==> src/hw/rtl/adc_key_ladder_decoder_assert.svh <==
// assertion macros for the keypad decoder
`ifndef ADC_KEY_LADDER_DECODER_ASSERT_SVH
`define ADC_KEY_LADDER_DECODER_ASSERT_SVH

// same-cycle implication, sampled on i_clk, off during reset
`define AKLD_ASSERT(lbl, ante, cons) \
    lbl: assert property (@(posedge i_clk) disable iff (!i_rst_n) (ante) |-> (cons)) \
        else $error("akld assertion failed");

// next-cycle implication, sampled on i_clk, off during reset
`define AKLD_ASSERT_NEXT(lbl, ante, cons) \
    lbl: assert property (@(posedge i_clk) disable iff (!i_rst_n) (ante) |=> (cons)) \
        else $error("akld assertion failed");

`endif

==> src/hw/rtl/akld_pkg.sv <==
// shared types and constants for the keypad decoder
package akld_pkg;

    localparam int SAMPLE_W   = 10;
    localparam int KEY_W      = 3;
    localparam int SUM_W      = 16;
    localparam int COUNT_W    = 7;
    localparam int AVG_SHIFT  = 4;
    localparam int S_TDATA_W  = 16;
    localparam int M_TDATA_W  = 16;

    localparam logic [SAMPLE_W-1:0] JUMP_RESET = SAMPLE_W'(115);
    localparam logic [COUNT_W-1:0]  WINDOW_LEN = COUNT_W'(1 << AVG_SHIFT);

    localparam logic [KEY_W-1:0] KEY_WRONG   = KEY_W'(0);
    localparam logic [KEY_W-1:0] KEY_MUSIC   = KEY_W'(1);
    localparam logic [KEY_W-1:0] KEY_INC     = KEY_W'(2);
    localparam logic [KEY_W-1:0] KEY_DEC     = KEY_W'(3);
    localparam logic [KEY_W-1:0] KEY_GAME    = KEY_W'(4);
    localparam logic [KEY_W-1:0] KEY_CHANNEL = KEY_W'(5);
    localparam logic [KEY_W-1:0] KEY_POWER   = KEY_W'(6);

    localparam logic [SAMPLE_W-1:0] MUSIC_HI = SAMPLE_W'(865);
    localparam logic [SAMPLE_W-1:0] MUSIC_LO = SAMPLE_W'(825);
    localparam logic [SAMPLE_W-1:0] INC_HI   = SAMPLE_W'(760);
    localparam logic [SAMPLE_W-1:0] INC_LO   = SAMPLE_W'(720);
    localparam logic [SAMPLE_W-1:0] DEC_HI   = SAMPLE_W'(660);
    localparam logic [SAMPLE_W-1:0] DEC_LO   = SAMPLE_W'(620);
    localparam logic [SAMPLE_W-1:0] GAME_HI  = SAMPLE_W'(555);
    localparam logic [SAMPLE_W-1:0] GAME_LO  = SAMPLE_W'(515);
    localparam logic [SAMPLE_W-1:0] CHAN_HI  = SAMPLE_W'(380);
    localparam logic [SAMPLE_W-1:0] CHAN_LO  = SAMPLE_W'(340);

    typedef struct packed {
        logic                valid;
        logic [SAMPLE_W-1:0] sample;
    } t_item;

    typedef struct packed {
        logic                done;
        logic [SAMPLE_W-1:0] average;
    } t_win;

endpackage

==> src/hw/rtl/akld_in_stage.sv <==
// input register stage with stream handshake
module akld_in_stage (
    input  logic                           i_clk,
    input  logic                           i_rst_n,
    input  logic                           i_valid,
    output logic                           o_ready,
    input  logic [akld_pkg::SAMPLE_W-1:0]  i_sample,
    input  logic                           i_advance,
    output akld_pkg::t_item                o_item
);

    logic                          r_valid;
    logic                          n_valid;
    logic [akld_pkg::SAMPLE_W-1:0] r_sample;

    assign o_ready = !r_valid || i_advance;

    always_comb begin
        n_valid = r_valid;
        if (o_ready) begin
            n_valid = i_valid;
        end
    end

    always_ff @(posedge i_clk) begin
        if (!i_rst_n) begin
            r_valid <= 1'b0;
        end else begin
            r_valid <= n_valid;
        end
    end

    always_ff @(posedge i_clk) begin
        if (o_ready && i_valid) begin
            r_sample <= i_sample;
        end
    end

    assign o_item.valid  = r_valid;
    assign o_item.sample = r_sample;

endmodule

==> src/hw/rtl/akld_accum.sv <==
// pulse filter, running sum and window counter
module akld_accum (
    input  logic                           i_clk,
    input  logic                           i_rst_n,
    input  akld_pkg::t_item                i_item,
    input  logic                           i_step,
    input  logic [akld_pkg::SAMPLE_W-1:0]  i_jump_limit,
    output akld_pkg::t_win                 o_win
);

    logic [akld_pkg::SAMPLE_W-1:0] r_prev;
    logic [akld_pkg::SUM_W-1:0]    r_sum;
    logic [akld_pkg::COUNT_W-1:0]  r_count;
    logic [akld_pkg::SAMPLE_W-1:0] n_prev;
    logic [akld_pkg::SUM_W-1:0]    n_sum;
    logic [akld_pkg::COUNT_W-1:0]  n_count;

    logic [akld_pkg::SAMPLE_W-1:0] w_diff;
    logic                          w_pulse;
    logic [akld_pkg::SUM_W-1:0]    w_sum_add;
    logic [akld_pkg::COUNT_W-1:0]  w_count_add;
    logic                          w_full;

    always_comb begin
        if (i_item.sample > r_prev) begin
            w_diff = i_item.sample - r_prev;
        end else begin
            w_diff = r_prev - i_item.sample;
        end
        w_pulse     = w_diff > i_jump_limit;
        w_sum_add   = r_sum + akld_pkg::SUM_W'(i_item.sample);
        w_count_add = r_count + akld_pkg::COUNT_W'(1);
        w_full      = !w_pulse && (w_count_add == akld_pkg::WINDOW_LEN);
    end

    always_comb begin
        n_prev  = r_prev;
        n_sum   = r_sum;
        n_count = r_count;
        if (i_step) begin
            n_prev = i_item.sample;
            if (w_pulse || w_full) begin
                n_sum   = '0;
                n_count = '0;
            end else begin
                n_sum   = w_sum_add;
                n_count = w_count_add;
            end
        end
    end

    always_ff @(posedge i_clk) begin
        if (!i_rst_n) begin
            r_prev  <= '0;
            r_sum   <= '0;
            r_count <= '0;
        end else begin
            r_prev  <= n_prev;
            r_sum   <= n_sum;
            r_count <= n_count;
        end
    end

    assign o_win.done    = i_item.valid && w_full;
    assign o_win.average = w_sum_add[akld_pkg::AVG_SHIFT +: akld_pkg::SAMPLE_W];

endmodule

==> src/hw/rtl/akld_classify.sv <==
// maps a window average to a key code through fixed windows
module akld_classify (
    input  logic [akld_pkg::SAMPLE_W-1:0] i_average,
    output logic [akld_pkg::KEY_W-1:0]    o_key_code
);

    always_comb begin
        if (i_average > akld_pkg::MUSIC_HI) begin
            o_key_code = akld_pkg::KEY_WRONG;
        end else if (i_average > akld_pkg::MUSIC_LO) begin
            o_key_code = akld_pkg::KEY_MUSIC;
        end else if (i_average > akld_pkg::INC_HI) begin
            o_key_code = akld_pkg::KEY_WRONG;
        end else if (i_average > akld_pkg::INC_LO) begin
            o_key_code = akld_pkg::KEY_INC;
        end else if (i_average > akld_pkg::DEC_HI) begin
            o_key_code = akld_pkg::KEY_WRONG;
        end else if (i_average > akld_pkg::DEC_LO) begin
            o_key_code = akld_pkg::KEY_DEC;
        end else if (i_average > akld_pkg::GAME_HI) begin
            o_key_code = akld_pkg::KEY_WRONG;
        end else if (i_average > akld_pkg::GAME_LO) begin
            o_key_code = akld_pkg::KEY_GAME;
        end else if (i_average > akld_pkg::CHAN_HI) begin
            o_key_code = akld_pkg::KEY_WRONG;
        end else if (i_average > akld_pkg::CHAN_LO) begin
            o_key_code = akld_pkg::KEY_CHANNEL;
        end else if (i_average == '0) begin
            o_key_code = akld_pkg::KEY_POWER;
        end else begin
            o_key_code = akld_pkg::KEY_WRONG;
        end
    end

endmodule

==> src/hw/rtl/adc_key_ladder_decoder.sv <==
// top level of the resistor-ladder keypad decoder
// Takes one ADC sample word per clock unless the output stalls and gives a
// key code with its window average once every 2^AVG_SHIFT (16) samples that
// pass the jump filter; a sample that jumps by more than jump_limit from the
// previous one restarts the window and gives nothing. Sustained rate is one
// word per cycle while m_axis_tready keeps up: the compare/add path between
// the input register and the result register updates the previous-sample,
// sum and count registers; the classify path feeds the result register.
// jump_limit resets to 115; the user must write it through the cfg port only
// while the block is idle, which the block itself does not enforce.
module adc_key_ladder_decoder (
    input  logic                            i_clk,
    input  logic                            i_rst_n,
    input  logic                            s_axis_tvalid,
    output logic                            s_axis_tready,
    input  logic [akld_pkg::S_TDATA_W-1:0]  s_axis_tdata,   // [9:0] sample
    output logic                            m_axis_tvalid,
    input  logic                            m_axis_tready,
    output logic [akld_pkg::M_TDATA_W-1:0]  m_axis_tdata,   // [2:0] key_code, [12:3] average
    input  logic                            i_cfg_wr_en,
    input  logic [akld_pkg::SAMPLE_W-1:0]   i_cfg_wr_data
);

    logic [akld_pkg::SAMPLE_W-1:0] r_jump_limit;
    logic                          r_out_valid;
    logic                          n_out_valid;
    logic [akld_pkg::KEY_W-1:0]    r_out_key;
    logic [akld_pkg::SAMPLE_W-1:0] r_out_avg;

    logic                          w_advance;
    akld_pkg::t_item               w_item;
    akld_pkg::t_win                w_win;
    logic [akld_pkg::KEY_W-1:0]    w_key_code;

    assign w_advance = !r_out_valid || m_axis_tready;

    akld_in_stage u_in_stage (
        .i_clk     (i_clk),
        .i_rst_n   (i_rst_n),
        .i_valid   (s_axis_tvalid),
        .o_ready   (s_axis_tready),
        .i_sample  (s_axis_tdata[akld_pkg::SAMPLE_W-1:0]),
        .i_advance (w_advance),
        .o_item    (w_item)
    );

    akld_accum u_accum (
        .i_clk        (i_clk),
        .i_rst_n      (i_rst_n),
        .i_item       (w_item),
        .i_step       (w_item.valid && w_advance),
        .i_jump_limit (r_jump_limit),
        .o_win        (w_win)
    );

    akld_classify u_classify (
        .i_average  (w_win.average),
        .o_key_code (w_key_code)
    );

    always_ff @(posedge i_clk) begin
        if (!i_rst_n) begin
            r_jump_limit <= akld_pkg::JUMP_RESET;
        end else if (i_cfg_wr_en) begin
            r_jump_limit <= i_cfg_wr_data;
        end
    end

    always_comb begin
        n_out_valid = r_out_valid;
        if (w_advance) begin
            n_out_valid = w_win.done;
        end
    end

    always_ff @(posedge i_clk) begin
        if (!i_rst_n) begin
            r_out_valid <= 1'b0;
        end else begin
            r_out_valid <= n_out_valid;
        end
    end

    always_ff @(posedge i_clk) begin
        if (w_advance && w_win.done) begin
            r_out_key <= w_key_code;
            r_out_avg <= w_win.average;
        end
    end

    assign m_axis_tvalid = r_out_valid;
    assign m_axis_tdata  = akld_pkg::M_TDATA_W'({r_out_avg, r_out_key});

`include "adc_key_ladder_decoder_assert.svh"

    // no result word without a completed window
    `AKLD_ASSERT_NEXT(a_no_spurious_word, w_advance && !w_win.done, !m_axis_tvalid)

    // a zero average always decodes as power
    `AKLD_ASSERT(a_power_on_zero, m_axis_tvalid && (r_out_avg == '0),
                 r_out_key == akld_pkg::KEY_POWER)

    // key code never leaves the defined set
    `AKLD_ASSERT(a_key_in_range, m_axis_tvalid,
                 m_axis_tdata[akld_pkg::KEY_W-1:0] != {akld_pkg::KEY_W{1'b1}})

endmodule

==> config.mk <==
export PLATFORM = sky130hd
export DESIGN_NAME = adc_key_ladder_decoder
export DESIGN_NICKNAME = d
export VERILOG_FILES = /design/src/hw/rtl/akld_pkg.sv /design/src/hw/rtl/akld_in_stage.sv /design/src/hw/rtl/akld_accum.sv /design/src/hw/rtl/akld_classify.sv /design/src/hw/rtl/adc_key_ladder_decoder.sv
export VERILOG_INCLUDE_DIRS = /design/src /design/src/hw/rtl
export SDC_FILE = /design/constraint.sdc
export NUM_CORES = 1
export LEC_CHECK = 0
export BUFFER_PORTS_ARGS = -buffer_cell sky130_fd_sc_hd__buf_2
export CAP_MARGIN = 20
export CORE_ASPECT_RATIO = 0.8
export CORE_MARGIN = 1
export CORE_UTILIZATION = 23
export CTS_CLUSTER_DIAMETER = 40
export DETAILED_ROUTE_END_ITERATION = 10
export GPL_TIMING_DRIVEN = 1
export PLACE_DENSITY = 0.38
export SETUP_SLACK_MARGIN = 0.02
export SYNTH_ARGS = -nofsm -noshare
export SYNTH_HDL_FRONTEND = slang
export SYNTH_SLANG_ARGS = --single-unit
==> constraint.sdc <==
create_clock -name i_clk -period 5.1 [get_ports i_clk]
set_input_delay 1.02 -clock i_clk [delete_from_list [all_inputs] [get_ports i_clk]]
set_output_delay 1.02 -clock i_clk [all_outputs]
set_load 0.02 [all_outputs]
==> impl_metrics.csv, run 1 <==
group,metric,value,unit
worst_setup_path,end_kind,"flop",
timing,period_share,88.9,%
layout,syn_to_final_growth,16.9,%
flow_run,max-cap-violations,0,
route,wl_per_cell,15.0,µm
worst_setup_path,r2r_cells,19,
clock_network,cts_buffers,9,
logic_synthesis,synth-edff-count,23,
global_route,grt_first_pass_wirelength,19.9,mm
route,drt_wl_total,12.2,mm
worst_setup_path,r2r_setup_slack,570,ps
clock_network,clk_pin_slew,60,ps
die,die_h,128,µm
worst_setup_path,r2r-end,"r_out_key[1]$_SDFFCE_PP0P_",
clock_network,h-tree-depth,3,
clock_network,insertion_delay,340,ps
logic_synthesis,async_reset_ff_share,0,%
clock_network,cts_setup_buffers,0,
layout,layout_commonest_cell,"inv_1",
route,drt_pass1_iterations,4,
worst_setup_path,cpPeakStageDelay,460,ps
clock_network,cts_num_sinks,66,
route,detail_route.iter0.violations,209,
logic_synthesis,synth-seq-cells,66,
die,fp.coreArea,19300,µm²
clock_network,clockRootBuffer,"clkbuf_16",
timing,clock_skew,10.7,ps
layout,layout.nets,621,
die,start_util,23.8,%
die,dieArea,20500,µm²
min_path,whs_path_depth,2,
place,gp_congestion,0.810,
place,place_hpwl,9.32,mm
timing,worstMarginPinSlew,748,ps
logic_synthesis,synth_cells,512,
logic_synthesis,syn_area_per_cell,8.97,µm²
worst_setup_path,crit_fanout,14,
worst_setup_path,critical_path_required,5140,ps
timing,slew_headroom,48.9,%
min_path,min_from,"u_accum.r_prev[9]$_SDFFE_PN0P_",
min_path,whs_endpoint,"u_accum.r_prev[9]$_SDFFE_PN0P_",
timing,finalHoldViolCount,0,
logic_synthesis,yosysUniqueCellTypes,78,
timing,setup_violations,0,
global_route,grt_pass1_vias,3601,
outcome,status,"finished clean",
timing,min_period,4530,ps
clock_network,clk_path_buf_depth,2,
timing,max_freq,221,MHz
worst_setup_path,slowest_stage,"fa_1",
place,placed_cell_area,5030,µm²
power_and_ir_drop,p_per_area,327,nW/µm²
power_and_ir_drop,p_leak,2.18,nW
worst_setup_path,arrival,4570,ps
place,port_buffers,39,
logic_synthesis,yosys_warnings,0,
clock_network,cts_resized,0,
logic_synthesis,syn-cell-area,4590,µm²
die,die_w,160,µm
place,place_inst,793,
route,via_count,3830,
worst_setup_path,worstSetupStartpointType,"flop",
die,io_pins,49,
global_route,grt_max_degree,38,
route,drtAntennaViolNets,0,
die,row_count,45,
timing,fin_setup_tns,0,ps
route,vias_per_cell,4.73,
layout,design_area,5370,µm²
layout,diodes,0,
power_and_ir_drop,max-vdd-ir-drop,0.228,mV
worst_setup_path,crit_type,"flop to flop",
clock_network,holdBufCountCts,0,
worst_setup_path,r2r-start,"u_in_stage.r_sample[0]$_DFFE_PP_",
route,drc_errors,0,
min_path,hp-class,"flop to flop",
global_route,grt_antenna_before_repair,0,
clock_network,tritoncts,"done",
global_route,grt_overflow_total,0,
logic_synthesis,synth_flop_cell,"dfxtp_1",
worst_setup_path,crit_chain,"inv_1, ha_1, inv_1, fa_1, a21oi_2, o211a_1, o311ai_4, and2_1, o311ai_2, o2111a_1, xnor2_1, ha_1, nand4_1, nor2_1, a21oi_1, o211ai_1, a21oi_1, and2_1, buf_4",
layout,final_cells,810,
worst_setup_path,crit_path_start,"u_in_stage.r_sample[0]$_DFFE_PP_",
layout,final_core_util,27.9,%
timing,slew_viol_final,0,
timing,grt_setup_unrepaired,"false",
global_route,grt.total_usage,12.5,%
layout,drive_gt1_share,16.5,%
logic_synthesis,ys_seq_area_share,33.8,%
layout,layout_common_cells,"inv_1, nand2_1, dfxtp_1",
-- worst max-delay path: cells and delay by family (launching register included) --
family | cells | cell delay [ps]
AO/OA/AOI/OAI | 8 | 1670
adder cells (fa/ha/maj) | 3 | 910
AND/OR/NAND/NOR | 4 | 670
flip-flops | 1 | 440
buffers and inverters | 3 | 370
XOR/XNOR | 1 | 160
-- metal layers --
layer,vias to the layer above,track usage [%],share of wire [%]
li1,1934,-,-
met1,1815,19.0,55
met2,71,17.2,40
met3,10,2.80,3.7
met4,0,3.53,1.0
met5,-,0,0
-- synthesized netlist by cell type, types with 5 or more instances --
cell / n / area share (%)
dfxtp_1: 43 / 19
a21oi_1: 41 / 4.5
edfxtp_1: 23 / 15
nor3_1: 7 / 0.76
clkbuf_1: 11 / 0.90
nand4_1: 6 / 0.82
and2_1: 6 / 0.82
nor2_1: 35 / 2.9
o2111ai_1: 5 / 0.95
or3_1: 5 / 0.68
nand2_1: 45 / 3.7
a21o_1: 9 / 1.5
ha_1: 40 / 11
o211a_1: 6 / 1.3
a22oi_1: 20 / 3.3
o21a_1: 5 / 0.82
inv_1: 47 / 3.8
o21ai_0: 13 / 1.4
o211ai_1: 13 / 2.1
nor2b_1: 6 / 0.82
o21ai_1: 5 / 0.55
nand3_1: 13 / 1.4
xnor2_1: 8 / 1.5
mux2i_1: 10 / 2.2
-- registers in the layout (all words and copies together), names as in the netlist --
register,cells
u_accum.r_sum,14
r_jump_limit,10
r_out_avg,10
u_accum.r_prev,10
u_in_stage.r_sample,10
u_accum.r_count,7
r_out_key,3
m_axis_tvalid,1
u_in_stage.r_valid,1
-- final cells by class --
type,instances,area [µm²]
timing repair buffer,44,233
multi-input combinational,375,2740
sequential,66,1550
clock inverter,7,100
clock buffer,9,225
tap,258,323
inverter,51,191
fill,2094,13900
-- how the worst max path moves through the flow --
stage / endpoint / slack (ps) / depth (start not counted)
global route: r_out_avg[6]$_DFFE_PP_ / 250 / 19
finish: r_out_key[1]$_SDFFCE_PP0P_ / 570 / 19
floorplan: r_out_avg[0]$_DFFE_PP_ / 790 / 19
CTS: r_out_key[1]$_SDFFCE_PP0P_ / 580 / 19
global placement: r_out_avg[7]$_DFFE_PP_ / 620 / 19
detailed placement: r_out_key[1]$_SDFFCE_PP0P_ / 580 / 19
-- kinds of logic (layout without fill, tap and decap cells) --
group / Yosys count / count (layout) / share of synthesized area, %
buffers and inverters: 73 / 111 / 6.65
XOR/XNOR: 12 / 12 / 2.45
AO/OA/AOI/OAI: 150 / 150 / 24.5
other: 1 / 3 / 0.0817
AND/OR/NAND/NOR: 156 / 156 / 17.8
flip-flops: 66 / 66 / 33.8
multiplexers: 11 / 11 / 2.51
adder cells (fa/ha/maj): 43 / 43 / 12.2
-- stage by stage --
step | hold WS [ps] | power [mW] | setup slack (ps)
after detailed placement | 451 | 1.08 | 582
after global placement | 445 | 1.08 | 619
final | 465 | 1.75 | 566
after floorplan | 436 | 0.960 | 794
after global routing | 494 | 1.86 | 250
after CTS | 467 | 1.78 | 576
-- report_power, final --
group / switching [mW] / internal [mW] / total (mW)
Clock: 0.247 / 0.432 / 0.679
Sequential: 0.0238 / 0.573 / 0.597
Combinational: 0.293 / 0.184 / 0.477
Total: 0.565 / 1.19 / 1.75
(Power assumes the default switching activity.)
==> run 2: changes to the inputs <==
--- a/config.mk
+++ b/config.mk
@@ -8,7 +8,6 @@
 export LEC_CHECK = 0
 export BUFFER_PORTS_ARGS = -buffer_cell sky130_fd_sc_hd__buf_2
 export CAP_MARGIN = 20
-export CORE_ASPECT_RATIO = 0.8
 export CORE_MARGIN = 1
 export CORE_UTILIZATION = 23
 export CTS_CLUSTER_DIAMETER = 40
@@ -18,4 +17,5 @@
 export SETUP_SLACK_MARGIN = 0.02
 export SYNTH_ARGS = -nofsm -noshare
 export SYNTH_HDL_FRONTEND = slang
+export SYNTH_HIERARCHICAL = 1
 export SYNTH_SLANG_ARGS = --single-unit
==> run 2 against run 1 <==
  * Register-to-register slack lost 150 ps
  * Maximum frequency shrank 3.1%
  * Hold slack gained 2.1 ps
  * Final cell count shrank 8.9%
  * Clock power shrank 18%
  * Sequential share of layout area grew 1.7 points
  * Non-clock buffer count grew 2
  * Largest power group is now registers
==> impl_metrics.csv, run 2 <==
group,metric,value,unit
outcome,status,"finished clean",
worst_setup_path,crit_type,"flop to flop",
logic_synthesis,synth_flop_cell,"dfxtp_1",
global_route,grt_first_pass_wirelength,17.0,mm
layout,diodes,0,
logic_synthesis,yosys_warnings,6,
die,row_count,50,
timing,slew_viol_final,0,
die,fp.coreArea,18700,µm²
layout,drive_gt1_share,14.3,%
die,die_w,140,µm
logic_synthesis,synth_common_cells,"dfxtp_1, inv_1, ha_1",
worst_setup_path,crit_path_start,"u_in_stage/r_sample[0]$_DFFE_PP_",
timing,setup_violations,0,
route,drtAntennaViolNets,0,
global_route,grt.total_usage,11.2,%
route,detail_route.iter0.violations,156,
clock_network,h-tree-depth,3,
layout,layout_common_cells,"inv_1, dfxtp_1, ha_1",
clock_network,clk_path_buf_depth,2,
clock_network,tritoncts,"done",
logic_synthesis,synth-seq-cells,66,
logic_synthesis,syn_area_per_cell,9.46,µm²
global_route,grt_max_degree,28,
min_path,hp-class,"flop to flop",
timing,worstMarginPinSlew,1100,ps
worst_setup_path,arrival,4910,ps
die,dieArea,19600,µm²
clock_network,holdBufCountCts,0,
logic_synthesis,async_reset_ff_share,0,%
die,io_pins,49,
timing,finalHoldViolCount,0,
clock_network,clockRootBuffer,"clkbuf_16",
timing,fin_setup_tns,0,ps
min_path,whs_path_depth,2,
route,drt_pass1_iterations,4,
layout,regMostFlops,"u_accum/r_sum",
route,wl_per_cell,14.2,µm
clock_network,cts_resized,0,
worst_setup_path,crit_fanout,9,
timing,grt_setup_unrepaired,"false",
logic_synthesis,synth-edff-count,23,
clock_network,insertion_delay,340,ps
flow_run,max-cap-violations,0,
worst_setup_path,critical_path_required,5330,ps
timing,clock_skew,9.97,ps
layout,syn_to_final_growth,15.7,%
worst_setup_path,r2r-start,"u_in_stage/r_sample[0]$_DFFE_PP_",
route,via_count,3412,
worst_setup_path,r2r_cells,19,
die,start_util,23.4,%
layout,largest_register_ffs,14,
die,die_h,140,µm
logic_synthesis,synth_cells,463,
clock_network,cts_setup_buffers,0,
place,gp_congestion,0.766,
timing,slew_headroom,26.5,%
layout,fillers,1966,
global_route,grt_pass1_vias,3246,
worst_setup_path,end_kind,"flop",
global_route,grt_antenna_before_repair,0,
logic_synthesis,ys_seq_area_share,35.4,%
logic_synthesis,synth_top_area_share,19.7,%
timing,setup_slack,419,ps
clock_network,clk_pin_slew,60,ps
timing,period_share,91.8,%
logic_synthesis,yosysUniqueCellTypes,66,
timing,min_period,4680,ps
timing,max_freq,214,MHz
route,drc_errors,0,
power_and_ir_drop,p_leak,2.10,nW
route,vias_per_cell,4.62,
route,drt_wl_total,10.5,mm
logic_synthesis,syn-cell-area,4380,µm²
place,place_ws,432,ps
clock_network,cts_num_sinks,66,
place,place_hpwl,7.67,mm
power_and_ir_drop,p_per_area,294,nW/µm²
power_and_ir_drop,max-vdd-ir-drop,0.148,mV
place,port_buffers,39,
min_path,min_from,"u_accum/r_sum[3]$_SDFFE_PN0P_",
clock_network,cts_buffers,9,
global_route,grt_overflow_total,0,
logic_synthesis,synth_area_leaders,"dfxtp_1, edfxtp_1, ha_1",
logic_synthesis,synth_top_area_cell,"dfxtp_1",
worst_setup_path,worstSetupStartpointType,"flop",
layout,layout.nets,573,
## run 2: cell types whose count changed after synthesis, moves of 7 or more
cell      change
nor2_1       -14
o211ai_1     -11
a31oi_1       +7
nand2_1      -17
a22oi_1      -20
a22o_1       +14
mux2i_1      +18
a21oi_1      -20
nor2b_1      +16
## run 2: cell families (layout without fill, tap and decap cells)
| kind of cell | after synthesis | in the layout | share of synthesized area (%) |
|---|---|---|---|
| flip-flops | 66 | 66 | 35.4 |
| other | 1 | 3 | 0.0856 |
| AND/OR/NAND/NOR | 132 | 132 | 16.5 |
| XOR/XNOR | 17 | 17 | 3.40 |
| buffers and inverters | 66 | 105 | 6.60 |
| adder cells (fa/ha/maj) | 43 | 43 | 12.8 |
| AO/OA/AOI/OAI | 109 | 109 | 18.5 |
| multiplexers | 29 | 29 | 6.66 |
## run 2: layout make-up
cell class,instances,area (µm²),share of cell area [%]
sequential,66,1550,30.6
tap,234,293,5.78
clock inverter,5,22.5,0.445
timing repair buffer,46,248,4.89
multi-input combinational,333,2560,50.5
clock buffer,11,233,4.59
inverter,43,161,3.19
## run 2: worst paths after layout
kind,to,slack (ps)
setup / recovery,u_accum/r_count[4]$_SDFFE_PN0P_,420
hold / removal,u_accum/r_sum[3]$_SDFFE_PN0P_,470
setup reg to reg,u_accum/r_count[4]$_SDFFE_PN0P_,420
hold reg to reg,u_accum/r_sum[3]$_SDFFE_PN0P_,470
## run 2: routing by layer
layer | global-route usage (%) | vias up | share of wire, %
li1 | - | 1735 | -
met1 | 15.6 | 1603 | 53
met2 | 16.4 | 65 | 42
met3 | 2.32 | 9 | 3.1
met4 | 5.32 | 0 | 1.9
met5 | 0 | - | 0
## run 2: metrics by stage
step                      util [%]  hold slack [ps]  instance area, µm²  std cells  total power [mW]
after floorplan                  -              429                4390        465             0.860
after global placement        25.7              444                4810        722             0.947
after detailed placement      25.7              453                4810        722             0.948
after CTS                     27.1              467                5060        738              1.52
after global routing          27.1              496                5060        738              1.58
final                         27.1              467                5060        738              1.49
## run 2: power by group
group | switching (mW) | total, mW | internal, mW
combinational | 0.207 | 0.351 | 0.144
sequential | 0.0177 | 0.586 | 0.569
clock | 0.232 | 0.555 | 0.323
## run 2: worst max-delay path, stage by stage (launching register included)
cell and delay [ps]:
edfxtp_1 440, inv_1 90, ha_1 140, inv_1 70, fa_1 400, a21o_1 220
a221oi_2 260, nor2_1 90, o31ai_1 240, buf_4 250, mux2i_1 230, xor2_1 180
ha_1 270, a21oi_1 150, o21ai_0 90, a2111o_1 510, nand2_1 120, buf_4 150
nand3_1 240, o311ai_0 420
==> run 3: changes to the inputs <==
--- a/config.mk
+++ b/config.mk
@@ -8,7 +8,7 @@
 export LEC_CHECK = 0
 export BUFFER_PORTS_ARGS = -buffer_cell sky130_fd_sc_hd__buf_2
 export CAP_MARGIN = 20
-export CORE_MARGIN = 1
+export CORE_MARGIN = 3
 export CORE_UTILIZATION = 23
 export CTS_CLUSTER_DIAMETER = 40
 export DETAILED_ROUTE_END_ITERATION = 10
==> run 3 against run 2 <==
  * Worst setup slack worse by 39 ps
  * Largest power group is now the clock network
  * Critical path type unchanged
  * Clock skew shrank 3.9 ps
  * First-iteration DRC count increased by 10%
  * Register-to-register slack got worse by 40 ps
  * Clock power rose by 30%
  * Via count up 0.97%
==> impl_metrics.csv, run 3 (same netlist as run 2, synthesis figures left out) <==
group,metric,value,unit
worst_setup_path,worstSetupStartpointType,"flop",
route,wl_met2,4.55,mm
route,drt_pass1_iterations,4,
worst_setup_path,slowest_stage,"a2111o_1",
clock_network,cts_buffers,9,
die,row_count,49,
route,drc_errors,0,
clock_network,cts_setup_buffers,0,
layout,layout_common_cells,"inv_1, dfxtp_1, ha_1",
global_route,grt_pass1_vias,3330,
route,wl_per_cell,14.4,µm
route,drt-met1-wl,5.52,mm
timing,min_period,4720,ps
clock_network,holdBufCountCts,0,
power_and_ir_drop,p_leak,2.15,nW
layout,diodes,0,
min_path,min_from,"u_accum/r_sum[2]$_SDFFE_PN0P_",
timing,finalHoldViolCount,0,
layout,syn_to_final_growth,17.9,%
route,vias_per_cell,4.69,
clock_network,insertion_delay,340,ps
clock_network,tritoncts,"done",
power_and_ir_drop,internal_power,1.19,mW
outcome,status,"finished clean",
die,io_pins,49,
route,detail_route.iter0.violations,172,
global_route,grt_first_pass_wirelength,17.4,mm
worst_setup_path,crit_type,"flop to flop",
clock_network,h-tree-depth,3,
route,via_count,3445,
power_and_ir_drop,swShare,28.2,%
place,gp_congestion,0.781,
clock_network,clockRootBuffer,"clkbuf_16",
route,wl_met3,354,µm
die,die_w,144,µm
global_route,grt_max_degree,28,
clock_network,clk_pin_slew,60,ps
worst_setup_path,crit_path_start,"u_in_stage/r_sample[0]$_DFFE_PP_",
power_and_ir_drop,power_frac_seq,35.3,%
die,dieArea,20700,µm²
timing,fin_setup_tns,0,ps
timing,grt_setup_unrepaired,"false",
min_path,hp-class,"flop to flop",
global_route,grt.total_usage,10.7,%
worst_setup_path,critical_path_required,5130,ps
power_and_ir_drop,power.net_switching,0.469,mW
worst_setup_path,crit_chain,"inv_1, ha_1, inv_1, fa_1, a21o_1, a221oi_2, nor2_1, o31ai_1, buf_4, mux2i_1, xor2_1, ha_1, a21oi_1, o21ai_0, a2111o_1, nand2_1, and3_1, and2_1, buf_4",
power_and_ir_drop,p_per_area,322,nW/µm²
place,place_ws,365,ps
die,start_util,23.9,%
worst_setup_path,arrival,4750,ps
global_route,grt_overflow_total,0,
place,place_hpwl,7.80,mm
global_route,grt_antenna_before_repair,0,
die,fp.coreArea,18300,µm²
place,port_buffers,39,
clock_network,cts_num_sinks,66,
timing,clock_skew,6.05,ps
layout,regMostFlops,"u_accum/r_sum",
worst_setup_path,end_kind,"flop",
timing,setup_violations,0,
timing,setup_slack,381,ps
timing,slew_viol_final,0,
clock_network,cts_resized,0,
route,topRoutingLayerUsed,"met4",
power_and_ir_drop,max-vdd-ir-drop,0.141,mV
timing,hold_slack,465,ps
route,drt_wl_total,10.6,mm
timing,max_freq,212,MHz
flow_run,max-cap-violations,0,
clock_network,clk_path_buf_depth,2,
layout,drive_gt1_share,15.2,%
worst_setup_path,r2r-start,"u_in_stage/r_sample[0]$_DFFE_PP_",
layout,layout.nets,575,
layout,largest_register_ffs,14,
timing,slew_headroom,38.8,%
power_and_ir_drop,combPwrFrac,21.2,%
power_and_ir_drop,p_total,1.66,mW
timing,period_share,92.5,%
timing,worstMarginPinSlew,914,ps
route,drtAntennaViolNets,0,
worst_setup_path,crit_fanout,13,
power_and_ir_drop,clkPwrFrac,43.5,%
die,die_h,144,µm
worst_setup_path,cpPeakStageDelay,490,ps
## run 3: final cells by class
cell class	count	area (µm²)
fillers	1928	13200
multi-input cells	333	2560
flip-flops and latches	66	1550
well taps	229	287
repair buffers	48	263
clock buffers	10	229
inverters	43	161
clock inverters	6	115
## run 3: through the flow
step | util [%] | instances | instance area, µm²
after floorplan | - | 465 | 4390
after global placement | 26.2 | 718 | 4810
after detailed placement | 26.2 | 718 | 4810
after CTS | 28.1 | 734 | 5150
after global routing | 28.2 | 735 | 5160
final | 28.2 | 735 | 5160
## run 3: power by group through the flow
stage	sequential (mW)	clock, mW	combinational, mW
2_1_floorplan	0.592	0	0.269
3_3_place_gp	0.597	0	0.346
3_5_place_dp	0.598	0	0.349
4_1_cts	0.587	0.753	0.352
5_1_grt	0.589	0.777	0.399
6_report	0.586	0.723	0.352
## run 3: critical path: cells and delay by family, from the launching register on
| family | cells | cell delay [ps] |
|---|---|---|
| mux | 1 | 240 |
| buf+inv | 4 | 600 |
| simple gates | 4 | 680 |
| xor+xnor | 1 | 180 |
| fa+ha+maj | 3 | 800 |
| flops | 1 | 440 |
| compound gates | 6 | 1440 |
## run 3: final timing paths
check / cells past startpoint / endpoint / slack (ps)
setup / recovery: 19 / r_out_avg[2]$_DFFE_PP_ / 380
hold / removal: 2 / u_accum/r_sum[2]$_SDFFE_PN0P_ / 460
setup reg to reg: 19 / r_out_avg[2]$_DFFE_PP_ / 380
hold reg to reg: 2 / u_accum/r_sum[2]$_SDFFE_PN0P_ / 460
## run 3: layer usage
layer	vias to the layer above	track usage, %
met3	10	2.48
met2	47	15.9
met4	0	3.42
met1	1640	15.3
met5	-	0
li1	1748	-
